[src/rtl/sfs_pkg.sv]
// ----------------------------------------------------------------------------
// sfs_pkg
// Shared constants, codes and types for the sprite frame sequencer.
// ----------------------------------------------------------------------------
package sfs_pkg;

    // Table depth and position width
    localparam int MAX_FRAMES = 64;
    localparam int POS_W      = $clog2(MAX_FRAMES);

    // Fixed field widths
    localparam int COUNT_W  = 7;    // frame_count register
    localparam int FRAME_W  = 16;   // table frame number, head index
    localparam int OUTF_W   = FRAME_W + 1;
    localparam int RAW_W    = 8;    // raw hold in 60 Hz ticks
    localparam int SCALE_W  = 13;   // Q5.8 speed scale
    localparam int DELTA_W  = 16;   // Q0.16 frame time
    localparam int OFFS_W   = 8;    // signed hold offset
    localparam int HOLD_W   = 7;    // final hold, 1..100
    localparam int CFG_IDX_W  = 3;
    localparam int CFG_DATA_W = 16;

    // Hold arithmetic
    localparam int TICK_HZ   = 60;
    localparam int HOLD_MAX  = 100;
    localparam int HOLD_SAT  = 1000;
    localparam int PROD_W    = RAW_W + SCALE_W;          // raw * scale
    localparam int NUM_W     = PROD_W + 8;               // raw * scale * 256
    localparam int DEN_W     = DELTA_W + $clog2(TICK_HZ); // 60 * delta
    localparam int DIV_CNT_W = $clog2(NUM_W);
    localparam int STEP_W    = $clog2(HOLD_SAT + 1);
    localparam int SUM_W     = STEP_W + 2;               // signed step + offset

    // Operation codes
    localparam logic [1:0] OP_LOAD    = 2'd0;
    localparam logic [1:0] OP_RESTART = 2'd1;
    localparam logic [1:0] OP_TICK    = 2'd2;

    // Play modes
    localparam logic [1:0] MODE_HOLD  = 2'd0;
    localparam logic [1:0] MODE_ONCE  = 2'd1;
    localparam logic [1:0] MODE_CYCLE = 2'd2;

    // Register indexes
    localparam logic [CFG_IDX_W-1:0] CFG_FRAME_COUNT   = 3'd0;
    localparam logic [CFG_IDX_W-1:0] CFG_PLAY_MODE     = 3'd1;
    localparam logic [CFG_IDX_W-1:0] CFG_REVERSE_ORDER = 3'd2;
    localparam logic [CFG_IDX_W-1:0] CFG_HEAD_INDEX    = 3'd3;
    localparam logic [CFG_IDX_W-1:0] CFG_MANUAL_STEPS  = 3'd4;
    localparam logic [CFG_IDX_W-1:0] CFG_DEFAULT_STEP  = 3'd5;
    localparam logic [CFG_IDX_W-1:0] CFG_SPEED_SCALE   = 3'd6;
    localparam logic [CFG_IDX_W-1:0] CFG_STEP_OFFSET   = 3'd7;

    // Request into the hold calculator
    typedef struct packed {
        logic [RAW_W-1:0]          raw;
        logic [SCALE_W-1:0]        scale;
        logic [DELTA_W-1:0]        delta;
        logic signed [OFFS_W-1:0]  offset;
    } hold_req_t;

    // Status back from the hold calculator
    typedef struct packed {
        logic              done;
        logic [HOLD_W-1:0] hold;
    } hold_stat_t;

endpackage

[src/rtl/sfs_hold_calc.sv]
// ----------------------------------------------------------------------------
// sfs_hold_calc
// Hold length: floor(raw*scale*256 / (60*delta)), sat 1000, at least 1,
// plus signed offset, clamped to 1..100. One shared subtractor, one
// quotient bit per cycle.
// ----------------------------------------------------------------------------
module sfs_hold_calc (
    input  logic               clk,
    input  logic               rst_n,
    input  logic               start,
    input  sfs_pkg::hold_req_t req,
    output sfs_pkg::hold_stat_t stat
);
    import sfs_pkg::*;

    typedef enum logic [2:0] {
        C_IDLE = 3'b001,
        C_DIV  = 3'b010,
        C_FIN  = 3'b100
    } calc_state_t;

    calc_state_t state_reg, state_next;

    logic [DIV_CNT_W-1:0]     cnt_reg, cnt_next;
    logic                     done_reg, done_next;
    logic [NUM_W-1:0]         num_reg;      // numerator, shifts into quotient
    logic [DEN_W-1:0]         rem_reg;
    logic [DEN_W-1:0]         den_reg;
    logic                     zero_reg;     // delta of zero: saturate
    logic signed [OFFS_W-1:0] offset_reg;
    logic [HOLD_W-1:0]        hold_reg;

    logic [DEN_W:0]           rem_sh;
    logic [DEN_W:0]           rem_diff;
    logic                     ge;
    logic [PROD_W-1:0]        prod;
    logic [DEN_W-1:0]         den_in;

    logic                     sat;
    logic [STEP_W-1:0]        step;
    logic signed [SUM_W-1:0]  sum;
    logic [HOLD_W-1:0]        hold_fin;

    // Divider step
    assign rem_sh   = {rem_reg, num_reg[NUM_W-1]};
    assign rem_diff = rem_sh - {1'b0, den_reg};
    assign ge       = rem_sh >= {1'b0, den_reg};

    assign prod   = PROD_W'(req.raw) * PROD_W'(req.scale);
    assign den_in = DEN_W'(req.delta) * DEN_W'(TICK_HZ);

    // Final clamp
    always_comb
    begin
        sat = zero_reg || (num_reg >= NUM_W'(HOLD_SAT));
        if (sat)
        begin
            step = STEP_W'(HOLD_SAT);
        end
        else if (num_reg[STEP_W-1:0] == '0)
        begin
            step = STEP_W'(1);
        end
        else
        begin
            step = num_reg[STEP_W-1:0];
        end
        sum = $signed({2'b00, step}) + SUM_W'(offset_reg);
        if (sum < SUM_W'(1))
        begin
            hold_fin = HOLD_W'(1);
        end
        else if (sum > SUM_W'(HOLD_MAX))
        begin
            hold_fin = HOLD_W'(HOLD_MAX);
        end
        else
        begin
            hold_fin = sum[HOLD_W-1:0];
        end
    end

    always_comb
    begin
        state_next = state_reg;
        cnt_next   = cnt_reg;
        done_next  = 1'b0;
        case (state_reg)
            C_IDLE:
            begin
                if (start)
                begin
                    cnt_next   = DIV_CNT_W'(NUM_W - 1);
                    state_next = C_DIV;
                end
            end
            C_DIV:
            begin
                cnt_next = cnt_reg - DIV_CNT_W'(1);
                if (cnt_reg == '0)
                begin
                    state_next = C_FIN;
                end
            end
            C_FIN:
            begin
                done_next  = 1'b1;
                state_next = C_IDLE;
            end
            default:
            begin
                state_next = C_IDLE;
            end
        endcase
    end

    always_ff @(posedge clk or negedge rst_n)
    begin
        if (!rst_n)
        begin
            state_reg <= C_IDLE;
            cnt_reg   <= '0;
            done_reg  <= 1'b0;
        end
        else
        begin
            state_reg <= state_next;
            cnt_reg   <= cnt_next;
            done_reg  <= done_next;
        end
    end

    // Datapath
    always_ff @(posedge clk)
    begin
        if (state_reg == C_IDLE && start)
        begin
            num_reg    <= {prod, 8'b0};
            den_reg    <= den_in;
            rem_reg    <= '0;
            zero_reg   <= (req.delta == '0);
            offset_reg <= req.offset;
        end
        else if (state_reg == C_DIV)
        begin
            num_reg <= {num_reg[NUM_W-2:0], ge};
            rem_reg <= ge ? rem_diff[DEN_W-1:0] : rem_sh[DEN_W-1:0];
        end
        if (state_reg == C_FIN)
        begin
            hold_reg <= hold_fin;
        end
    end

    assign stat.done = done_reg;
    assign stat.hold = hold_reg;

endmodule

[src/rtl/sprite_frame_sequencer.sv]
// ----------------------------------------------------------------------------
// sprite_frame_sequencer
// Animation frame sequencer. Requests on the input channel (in_valid/in_stall)
// are loads into the frame and hold tables, restarts, or ticks. Every request
// returns exactly one result on the output channel (out_valid/out_stall):
// the global frame number at the current position, the last-frame and stopped
// flags, and the hold length of the current frame.
// A request that needs a new hold (a restart, or a tick that moves or wraps
// the position) waits for the 29-step restoring divider in sfs_hold_calc;
// other requests only go through the frame table read. One request is in
// flight at a time; the next one is taken the cycle after its result enters
// the output register, even if that result is still stalled. A stalled
// result holds in the output register; the sequencer waits with its next
// result until the register is free. Reset clears position, tick count and
// flags, sets the hold to 1 and loads the register defaults. Table contents
// are undefined until loaded. Configuration writes are taken on cfg_write;
// the user must write only while no request is open; nothing checks it.
// ----------------------------------------------------------------------------
module sprite_frame_sequencer (
    input  logic                            clk,
    input  logic                            rst_n,

    // Configuration write port
    input  logic                            cfg_write,
    input  logic [sfs_pkg::CFG_IDX_W-1:0]   cfg_index,
    input  logic [sfs_pkg::CFG_DATA_W-1:0]  cfg_data,

    // Request channel
    input  logic                            in_valid,
    output logic                            in_stall,
    input  logic [1:0]                      operation,
    input  logic [5:0]                      entry_index,
    input  logic [sfs_pkg::FRAME_W-1:0]     entry_frame,
    input  logic [sfs_pkg::RAW_W-1:0]       entry_step,
    input  logic [sfs_pkg::DELTA_W-1:0]     delta_time,

    // Result channel
    output logic                            out_valid,
    input  logic                            out_stall,
    output logic [sfs_pkg::OUTF_W-1:0]      frame_number,
    output logic                            last_frame,
    output logic                            stopped,
    output logic [sfs_pkg::HOLD_W-1:0]      hold_ticks
);
    import sfs_pkg::*;

    // Sequencer states
    typedef enum logic [5:0] {
        ST_IDLE  = 6'b000001,   // waiting for a request
        ST_HREAD = 6'b000010,   // hold table read in flight
        ST_START = 6'b000100,   // kick the hold calculator
        ST_CALC  = 6'b001000,   // wait for the new hold
        ST_FREAD = 6'b010000,   // frame table read in flight
        ST_OUT   = 6'b100000    // hand the result to the output register
    } seq_state_t;

    seq_state_t state_reg, state_next;

    // Configuration registers
    logic [COUNT_W-1:0]         frame_count_reg;
    logic [1:0]                 play_mode_reg;
    logic                       reverse_order_reg;
    logic [FRAME_W-1:0]         head_index_reg;
    logic                       manual_steps_reg;
    logic [RAW_W-1:0]           default_step_reg;
    logic [SCALE_W-1:0]         speed_scale_reg;
    logic signed [OFFS_W-1:0]   step_offset_reg;

    // Sequence state
    logic [HOLD_W-1:0]          tick_count_reg,   tick_count_next;
    logic [POS_W-1:0]           position_reg,     position_next;
    logic [HOLD_W-1:0]          current_hold_reg, current_hold_next;
    logic                       last_flag_reg,    last_flag_next;
    logic                       stop_flag_reg,    stop_flag_next;
    logic [DELTA_W-1:0]         delta_reg;

    // Tables, read every cycle at the slot of the current position
    logic [FRAME_W-1:0]         frame_mem [MAX_FRAMES];
    logic [RAW_W-1:0]           hold_mem  [MAX_FRAMES];
    logic [FRAME_W-1:0]         frame_rd_reg;
    logic [RAW_W-1:0]           hold_rd_reg;
    logic                       mem_we;
    logic [POS_W-1:0]           wr_slot;
    logic [POS_W-1:0]           rd_slot;

    // Output register
    logic                       out_valid_reg;
    logic [OUTF_W-1:0]          frame_number_reg;
    logic                       last_frame_reg;
    logic                       stopped_reg;
    logic [HOLD_W-1:0]          hold_ticks_reg;
    logic                       out_load;

    // Control helpers
    logic                       in_accept;
    logic [POS_W-1:0]           last_pos;    // effective frame count - 1
    logic                       at_end;
    logic [HOLD_W:0]            tick_inc;
    logic                       hold_hit;

    logic                       calc_start;
    hold_req_t                  calc_req;
    hold_stat_t                 calc_stat;

    assign in_stall  = (state_reg != ST_IDLE);
    assign in_accept = in_valid && !in_stall;

    // frame_count of 0 acts as 1, above the table depth acts as the depth
    always_comb
    begin
        if (frame_count_reg == '0)
        begin
            last_pos = '0;
        end
        else if (32'(frame_count_reg) > MAX_FRAMES)
        begin
            last_pos = POS_W'(MAX_FRAMES - 1);
        end
        else
        begin
            last_pos = POS_W'(frame_count_reg - COUNT_W'(1));
        end
    end

    // Reversed order reads from the top, and there a position past the end reads slot 0
    always_comb
    begin
        if (!reverse_order_reg)
        begin
            rd_slot = position_reg;
        end
        else if (position_reg <= last_pos)
        begin
            rd_slot = last_pos - position_reg;
        end
        else
        begin
            rd_slot = '0;
        end
    end

    assign at_end   = (position_reg >= last_pos);
    assign tick_inc = {1'b0, tick_count_reg} + (HOLD_W+1)'(1);
    assign hold_hit = (tick_inc >= {1'b0, current_hold_reg});

    // Sequencer and state update
    always_comb
    begin
        state_next        = state_reg;
        tick_count_next   = tick_count_reg;
        position_next     = position_reg;
        current_hold_next = current_hold_reg;
        last_flag_next    = last_flag_reg;
        stop_flag_next    = stop_flag_reg;
        case (state_reg)
            ST_IDLE:
            begin
                if (in_valid)
                begin
                    state_next = ST_FREAD;
                    case (operation)
                        OP_LOAD:
                        begin
                            state_next = ST_FREAD;
                        end
                        OP_RESTART:
                        begin
                            position_next   = '0;
                            tick_count_next = '0;
                            last_flag_next  = 1'b0;
                            stop_flag_next  = 1'b0;
                            state_next      = ST_HREAD;
                        end
                        OP_TICK:
                        begin
                            case (play_mode_reg)
                                MODE_ONCE:
                                begin
                                    // finished once-sequence ignores ticks
                                    if (!last_flag_reg)
                                    begin
                                        if (hold_hit)
                                        begin
                                            tick_count_next = '0;
                                            if (at_end)
                                            begin
                                                stop_flag_next = 1'b1;
                                                last_flag_next = 1'b1;
                                            end
                                            else
                                            begin
                                                position_next = position_reg + POS_W'(1);
                                                state_next    = ST_HREAD;
                                            end
                                        end
                                        else
                                        begin
                                            tick_count_next = tick_inc[HOLD_W-1:0];
                                        end
                                    end
                                end
                                MODE_CYCLE:
                                begin
                                    if (hold_hit)
                                    begin
                                        tick_count_next = '0;
                                        if (at_end)
                                        begin
                                            position_next  = '0;
                                            last_flag_next = 1'b1;
                                        end
                                        else
                                        begin
                                            position_next  = position_reg + POS_W'(1);
                                            last_flag_next = 1'b0;
                                        end
                                        state_next = ST_HREAD;
                                    end
                                    else
                                    begin
                                        tick_count_next = tick_inc[HOLD_W-1:0];
                                    end
                                end
                                default:
                                begin
                                    // hold mode (and the unused code): frozen
                                    state_next = ST_FREAD;
                                end
                            endcase
                        end
                        default:
                        begin
                            // unused operation code: state unchanged
                            state_next = ST_FREAD;
                        end
                    endcase
                end
            end
            ST_HREAD:
            begin
                state_next = ST_START;
            end
            ST_START:
            begin
                state_next = ST_CALC;
            end
            ST_CALC:
            begin
                // frame read data settled long ago, go straight to output
                if (calc_stat.done)
                begin
                    current_hold_next = calc_stat.hold;
                    state_next        = ST_OUT;
                end
            end
            ST_FREAD:
            begin
                state_next = ST_OUT;
            end
            ST_OUT:
            begin
                if (out_load)
                begin
                    state_next = ST_IDLE;
                end
            end
            default:
            begin
                state_next = ST_IDLE;
            end
        endcase
    end

    always_ff @(posedge clk or negedge rst_n)
    begin
        if (!rst_n)
        begin
            state_reg        <= ST_IDLE;
            tick_count_reg   <= '0;
            position_reg     <= '0;
            current_hold_reg <= HOLD_W'(1);
            last_flag_reg    <= 1'b0;
            stop_flag_reg    <= 1'b0;
        end
        else
        begin
            state_reg        <= state_next;
            tick_count_reg   <= tick_count_next;
            position_reg     <= position_next;
            current_hold_reg <= current_hold_next;
            last_flag_reg    <= last_flag_next;
            stop_flag_reg    <= stop_flag_next;
        end
    end

    // Configuration registers
    always_ff @(posedge clk or negedge rst_n)
    begin
        if (!rst_n)
        begin
            frame_count_reg   <= COUNT_W'(1);
            play_mode_reg     <= MODE_HOLD;
            reverse_order_reg <= 1'b0;
            head_index_reg    <= '0;
            manual_steps_reg  <= 1'b0;
            default_step_reg  <= RAW_W'(6);
            speed_scale_reg   <= SCALE_W'(256);
            step_offset_reg   <= '0;
        end
        else if (cfg_write)
        begin
            case (cfg_index)
                CFG_FRAME_COUNT:   frame_count_reg   <= cfg_data[COUNT_W-1:0];
                CFG_PLAY_MODE:     play_mode_reg     <= cfg_data[1:0];
                CFG_REVERSE_ORDER: reverse_order_reg <= cfg_data[0];
                CFG_HEAD_INDEX:    head_index_reg    <= cfg_data[FRAME_W-1:0];
                CFG_MANUAL_STEPS:  manual_steps_reg  <= cfg_data[0];
                CFG_DEFAULT_STEP:  default_step_reg  <= cfg_data[RAW_W-1:0];
                CFG_SPEED_SCALE:   speed_scale_reg   <= cfg_data[SCALE_W-1:0];
                CFG_STEP_OFFSET:   step_offset_reg   <= $signed(cfg_data[OFFS_W-1:0]);
                default:
                begin
                end
            endcase
        end
    end

    // Tables: load writes at acceptance, slots past the depth are dropped
    assign mem_we  = in_accept && (operation == OP_LOAD) && (32'(entry_index) < MAX_FRAMES);
    assign wr_slot = POS_W'(entry_index);

    always_ff @(posedge clk)
    begin
        if (mem_we)
        begin
            frame_mem[wr_slot] <= entry_frame;
            hold_mem[wr_slot]  <= entry_step;
        end
        frame_rd_reg <= frame_mem[rd_slot];
        hold_rd_reg  <= hold_mem[rd_slot];
    end

    // Request delta kept for the hold computation
    always_ff @(posedge clk)
    begin
        if (in_accept)
        begin
            delta_reg <= delta_time;
        end
    end

    // Hold calculator
    assign calc_start      = (state_reg == ST_START);
    assign calc_req.raw    = manual_steps_reg ? hold_rd_reg : default_step_reg;
    assign calc_req.scale  = speed_scale_reg;
    assign calc_req.delta  = delta_reg;
    assign calc_req.offset = step_offset_reg;

    sfs_hold_calc u_hold_calc (
        .clk   (clk),
        .rst_n (rst_n),
        .start (calc_start),
        .req   (calc_req),
        .stat  (calc_stat)
    );

    // Output register
    assign out_load = (state_reg == ST_OUT) && (!out_valid_reg || !out_stall);

    always_ff @(posedge clk or negedge rst_n)
    begin
        if (!rst_n)
        begin
            out_valid_reg <= 1'b0;
        end
        else if (out_load)
        begin
            out_valid_reg <= 1'b1;
        end
        else if (!out_stall)
        begin
            out_valid_reg <= 1'b0;
        end
    end

    always_ff @(posedge clk)
    begin
        if (out_load)
        begin
            frame_number_reg <= {1'b0, head_index_reg} + {1'b0, frame_rd_reg};
            last_frame_reg   <= last_flag_reg;
            stopped_reg      <= stop_flag_reg;
            hold_ticks_reg   <= current_hold_reg;
        end
    end

    assign out_valid    = out_valid_reg;
    assign frame_number = frame_number_reg;
    assign last_frame   = last_frame_reg;
    assign stopped      = stopped_reg;
    assign hold_ticks   = hold_ticks_reg;

`ifndef SYNTH
    // hold always stays in its legal range
    a_hold_range: assert property (@(posedge clk) disable iff (!rst_n)
        (current_hold_reg >= HOLD_W'(1)) && (current_hold_reg <= HOLD_W'(HOLD_MAX)))
        else $error("current hold out of range");

    // tick count never reaches the hold of the current frame
    a_tick_below_hold: assert property (@(posedge clk) disable iff (!rst_n)
        tick_count_reg < current_hold_reg)
        else $error("tick count reached hold");

    // a new result only comes from the output state
    a_out_from_seq: assert property (@(posedge clk) disable iff (!rst_n)
        $rose(out_valid_reg) |-> $past(state_reg == ST_OUT))
        else $error("result appeared outside output state");

    // the calculator only reports while the sequencer waits for it
    a_done_in_calc: assert property (@(posedge clk) disable iff (!rst_n)
        calc_stat.done |-> (state_reg == ST_CALC))
        else $error("hold done outside wait state");
`endif

endmodule

[config.mk]
export PLATFORM = sky130hd
export DESIGN_NAME = sprite_frame_sequencer
export DESIGN_NICKNAME = d
export VERILOG_FILES = /design/src/rtl/sfs_pkg.sv /design/src/rtl/sfs_hold_calc.sv /design/src/rtl/sprite_frame_sequencer.sv
export SDC_FILE = /design/constraint.sdc
export NUM_CORES = 2
export LEC_CHECK = 0
export BUFFER_PORTS_ARGS = -buffer_cell sky130_fd_sc_hd__buf_2
export CORE_MARGIN = 2
export CORE_UTILIZATION = 45
export DETAILED_ROUTE_END_ITERATION = 10
export PLACE_DENSITY = 0.58
export SETUP_SLACK_MARGIN = 0.15
export SYNTH_ARGS = -nofsm -noshare
export SYNTH_HDL_FRONTEND = slang
export SYNTH_HIERARCHICAL = 1
export SYNTH_SLANG_ARGS = --single-unit
export TNS_END_PERCENT = 50
[constraint.sdc]
create_clock -name clk -period 5.1 [get_ports clk]
set_input_delay 0.765 -clock clk [delete_from_list [all_inputs] [get_ports clk]]
set_output_delay 0.765 -clock clk [all_outputs]
set_load 0.1 [all_outputs]
; Yosys cells after proc, flatten, opt, wreduce, memory -nomap -nowiden
; Memory sizes are Yosys's and may differ from the RTL's. A register that Yosys moved wholly into a read port is not among the register bits.
; Cells that the tools add are included.
[classes]
n_addsub = 8
n_reduce_logical = 35
mul = 2
magnitude_cmp = 8
div_mod_pow = 0
mux = 53
n_bitwise = 0
shifts = 0
n_eq_ne = 36
[ops]
columns = operator, count
row1 = 2-to-1 mux 6 bit, 12
row2 = 2-to-1 mux 29 bit, 2
row3 = one-hot mux 6 bit (2 select lines), 4
row4 = one-hot mux 6 bit (6 select lines), 1
row5 = >= comparator 29 x 10 -> 1 bit (second input constant), 1
row6 = one-hot mux 7 bit (2 select lines), 2
row7 = 2-to-1 mux 5 bit, 5
row8 = >= comparator 23 x 22 -> 1 bit, 1
row9 = 2-to-1 mux 22 bit, 1
row10 = AND reduction 2 bit, 11
row11 = subtractor 22 bit, 1
row12 = multiplier 8 x 13 -> 21 bit, 1
row13 = 2-to-1 mux 7 bit, 3
row14 = multiplier 16 x 4 -> 20 bit (second input constant), 1
row15 = 2-to-1 mux 10 bit, 2
row16 = adder 16 x 16 -> 17 bit, 1
row17 = logical NOT 16 bit, 1
row18 = equality test 3 bit (second input constant), 5
row19 = 2-to-1 mux 1 bit, 13
row20 = adder 11 x 8 -> 12 bit, 1
row21 = > comparator 12 x 8 -> 1 bit (second input constant), 1
row22 = < comparator 12 x 2 -> 1 bit (second input constant), 1
row23 = inequality test 3 bit (second input constant), 4
row24 = logical NOT 10 bit, 1
row25 = other kinds (41), 66
[totals]
ramBits = 1536
romBits = 0
in_bits = 72
reg_bits = 223
latchBits = 0
mem_count = 2
[memory_table]
columns = name, depth, width, rd, rd_ports_with_merged_regs, wr, line_no
row1 = frame_mem, 64, 16, 1, 1, 1, sprite_frame_sequencer.sv:78  ; logic [FRAME_W-1:0] frame_mem [MAX_FRAMES];
row2 = hold_mem, 64, 8, 1, 1, 1, sprite_frame_sequencer.sv:79  ; logic [RAW_W-1:0] hold_mem [MAX_FRAMES];

; Depth between registers and ports, before layout
[logic_depth]
ltp_word = 11
ltp_mapped = 22
depth_no_buf = 20

; Modules after synthesis
; The synthesis kept the hierarchy.
[by_module_without_submodules]
columns = mod, cells_per_inst, seq_area_each_um2, area_per_inst_um2, n_inst
row1 = sprite_frame_sequencer, 6254, 50000.5, 76739.8, 1
row2 = sfs_hold_calc, 1051, 2538.7, 9985.8, 1

; Least setup slack after synthesis
; Ideal clock, no wire load.
[synth_timing]
kind = reg-to-reg
startpoint = register manual_steps_reg
endpoint = register u_hold_calc.num_reg[27] (data pin)
path_stages_with_launch = 18
required_time_ns = 4.836
period_less_slack_ns = 5.443
setup_slack_ns = -0.343
setup_ns = 0.264
arrival_time_ns = 5.179
cell_sequence = dfrtp_1 clkbuf_1 mux2_2 clkbuf_1 and2_1 fa_1 fa_1 fa_1 fa_1 ha_1 a21oi_1 nor2b_1 a221oi_1 o221a_2 a41o_1 o41ai_2 xor2_1 o21ai_1
[synth_lines]
columns = item, line_no
row1 = from (decl), sprite_frame_sequencer.sv:64  ; logic manual_steps_reg;
row2 = from (signal assigned), sprite_frame_sequencer.sv:317  ; CFG_MANUAL_STEPS: manual_steps_reg <= cfg_data[0];
row3 = to (signal assigned), sfs_hold_calc.sv:138  ; num_reg <= {prod, 8'b0};
row4 = to (signal assigned), sfs_hold_calc.sv:146  ; num_reg <= {num_reg[NUM_W-2:0], ge};
row5 = to (decl), sfs_hold_calc.sv:26  ; logic [NUM_W-1:0] num_reg;

==> reports/metrics.cfg <==
[grt]
grt_pass1_wl_mm = 405
met2_usage = 0.427
grt_max_degree = 179
grt_pass1_vias = 60100
met3_usage = 0.0566
busiest_layer = met2
antenna_found_initial = 27
grt_use_met1 = 0.387
track_usage = 0.278
overflow = 0

[floorplan]
core.rowCount = 161
die-area_sq_mm = 0.196
num_io_pins = 100
core_sq_mm = 0.192
start_util = 0.452
die_w_microns = 443
die_y_microns = 443

[power]
finalPower_w = 0.0590
p_leak_nw = 36.1
ir_drop_uv = 961
power_density_mw_per_mm2 = 592

[yosys]
synth_warnings = 6
synth_cells = 7305
synth_cell_types = 102
synthFlopType = edfxtp_1
ys_top_cells_by_count = edfxtp_1 (1,635), nand2_1 (1,122), nand3_1 (473)
async_reset_ff_frac = 0.0527
synth_area_leaders = edfxtp_1 (57%), mux2i_1 (5.0%), nand2_1 (4.9%), nand3_1 (2.7%), dfrtp_1 (2.5%)
synth.net_count = 7620
synth_top_area_frac = 0.566
yosysMostFrequentCell = edfxtp_1
synth-edff-count = 1635
yosys.area.top_type = edfxtp_1
ys_seq_elements = 1783
syn-mean-instance-area_sq_um = 11.9
yosysSeqAreaShare = 0.606
syn_area_sq_mm = 0.0867

[worst_setup_path]
r2r_start = manual_steps_reg$_DFFE_PN0P_
cp_max_fo = 7
worst-r2r-setup-slack_ns = 0.003
cp.required_ns = 5.67
worstSetupEndpointType = register
r2r_end = u_hold_calc/num_reg[27]$_DFFE_PP_
path_class = register to register
reg2regPathDepth = 15
crit_arrival_ns = 5.67
critPathLaunchType = register

[clock_network]
cts_root_buf = clkbuf_16
cts_num_sinks = 1783
insertion_delay_ns = 0.86
h-tree-depth = 4
cts_buffers = 192
cts.clk_slew.worst_paths_ns = 0.06
cts_tree = built
cts.path.max_buffers = 3

[drt]
vias_per_cell = 6.12
routed_wl_mm = 280
ant_nets = 0
drtPass1Iterations = 8
vias = 62700
initialDrtViolationCount = 7004
drcViolationCount = 0
drt-wirelength-per-cell_microns = 27.3

[final_layout]
nFillCells = 16400
nNetsFinal = 7871
multiInputGateArea_sq_mm = 0.0315
drive_gt1_frac = 0.147
ff_latch_area_sq_mm = 0.0526
area_growth_pct = 15.1
largest_register_ffs = 1024

[hold_path]
min_path_type = primary input to async pin

[run_status]
status = completed

[timing]
period_minus_slack_ns = 5.10
setup_violations = 0
rsz0062_at_grt = true
relSlewSlack = 0.189
final.setup_skew_ns = 0.0714
tightest_slew_ns = 1.22
finalHoldViolCount = 0
slew_violations = 0
hold_ws_ns = 0.0468
fmax_ghz = 0.196
fin_crit_sh = 0.999

[place]
port_buffers = 99
dp_hpwl_mm = 177
place.gp.congestion = 0.912

[flow_run]
cap_violations = 0

==> metal layers <==
layer,wire length (microns),vias up
met5,147,-
met3,26400,485
met1,117000,31500
met4,11200,24
met2,125000,2844
li1,-,27800
==> area by class of cell <==
| type | instances | share of cell area |
|---|---|---|
| Sequential cell | 1783 | 0.527 |
| Tap cell | 2526 | 0.0317 |
| Antenna cell | 7 | 0.000176 |
| Inverter | 353 | 0.0133 |
| Timing Repair Buffer | 557 | 0.0478 |
| Clock inverter | 104 | 0.0126 |
| Clock buffer | 253 | 0.0522 |
| Multi-Input combinational cell | 4669 | 0.316 |
==> how the worst max path moves through the flow <==
stage               cells after the start  slack [ns]                         start                                end
finish                                 15       0.003  manual_steps_reg$_DFFE_PN0P_  u_hold_calc/num_reg[27]$_DFFE_PP_
floorplan                              18        0.15  manual_steps_reg$_DFFE_PN0P_  u_hold_calc/num_reg[26]$_DFFE_PP_
global route                           18       -0.12  manual_steps_reg$_DFFE_PN0P_  u_hold_calc/num_reg[26]$_DFFE_PP_
global placement                       16       -0.17  manual_steps_reg$_DFFE_PN0P_  u_hold_calc/num_reg[26]$_DFFE_PP_
CTS                                    15        0.03  manual_steps_reg$_DFFE_PN0P_  u_hold_calc/num_reg[27]$_DFFE_PP_
detailed placement                     16       -0.27  manual_steps_reg$_DFFE_PN0P_  u_hold_calc/num_reg[26]$_DFFE_PP_
==> worst max-delay path, cell delays in order (launching register included) <==
cell and delay, ns:
dfrtp_2 0.48, mux2_4 0.39, and2_4 0.18, fa_1 0.58
fa_1 0.45, fa_2 0.55, fa_2 0.47, ha_4 0.19
a21oi_4 0.17, nor2b_4 0.22, a221oi_2 0.09, o221a_2 0.27
a41o_1 0.26, o41ai_2 0.24, xor2_1 0.20, o21ai_1 0.08
==> report_power, final <==
| part | internal [W] | switching (W) |
|---|---|---|
| sequential | 0.0165 | 0.000531 |
| combinational | 0.0111 | 0.0167 |
| clock | 0.00808 | 0.00608 |
| total | 0.0357 | 0.0233 |
==> cells by family (layout without fill, tap and decap cells) <==
logic type      count (synthesis)  in the layout  synth area share
flops                        1783           1783             0.606
mux                           519            519            0.0612
other cells                     0              7                 0
simple gates                 2345           2345             0.122
buf+inv                       853           1267            0.0399
xor+xnor                       72             72           0.00727
compound gates               1489           1489             0.120
fa+ha+maj                     244            244            0.0437
==> cell usage in the layout (no fill, tap or decap), drive strengths merged, types with 18 or more instances in the layout <==
| master | count |
|---|---|
| a22oi | 116 |
| a32oi | 29 |
| buf | 551 |
| xor2 | 35 |
| a311oi | 66 |
| nand3 | 473 |
| a41oi | 18 |
| a22o | 32 |
| and4 | 21 |
| inv | 357 |
| nand3b | 31 |
| nor2 | 330 |
| a211oi | 142 |
| a31oi | 112 |
| and2 | 60 |
| xnor2 | 37 |
| and3 | 71 |
| dfxtp | 54 |
| nor3 | 67 |
| nand2b | 23 |
| o211ai | 21 |
| dfrtp | 87 |
| a21o | 36 |
| nor2b | 56 |
| a21oi | 164 |
| a2111oi | 24 |
| ha | 144 |
| o22ai | 143 |
| mux2i | 429 |
| edfxtp | 1635 |
| fa | 99 |
| clkinv | 73 |
| a221oi | 154 |
| mux2 | 90 |
| nand2 | 1122 |
| nor4 | 30 |
| o21ai | 303 |
| clkbuf | 259 |
==> per-stage QoR <==
step | utilization | setup WS [ns] | area, sq um | setup TNS [ns] | cells
3_5_place_dp | 0.483 | -0.272 | 92700 | -0.911 | 9866
6_report | 0.520 | 0.00280 | 99800 | 0 | 10300
2_1_floorplan | - | 0.152 | 86900 | 0 | 7305
3_3_place_gp | 0.483 | -0.170 | 92700 | -0.499 | 9866
4_1_cts | 0.517 | 0.0287 | 99300 | 0 | 10200
5_1_grt | 0.520 | -0.121 | 99800 | -0.412 | 10200
==> timing repair <==
action	in CTS	in global routing
endpoints found under the hold margin	0	0
gates resized for setup	31	55
setup buffers	5	11
hold buffers	0	0
endpoints found under the setup margin	15	32
pin swaps	9	27
cloned	0	6
(Power assumes the default switching activity.)
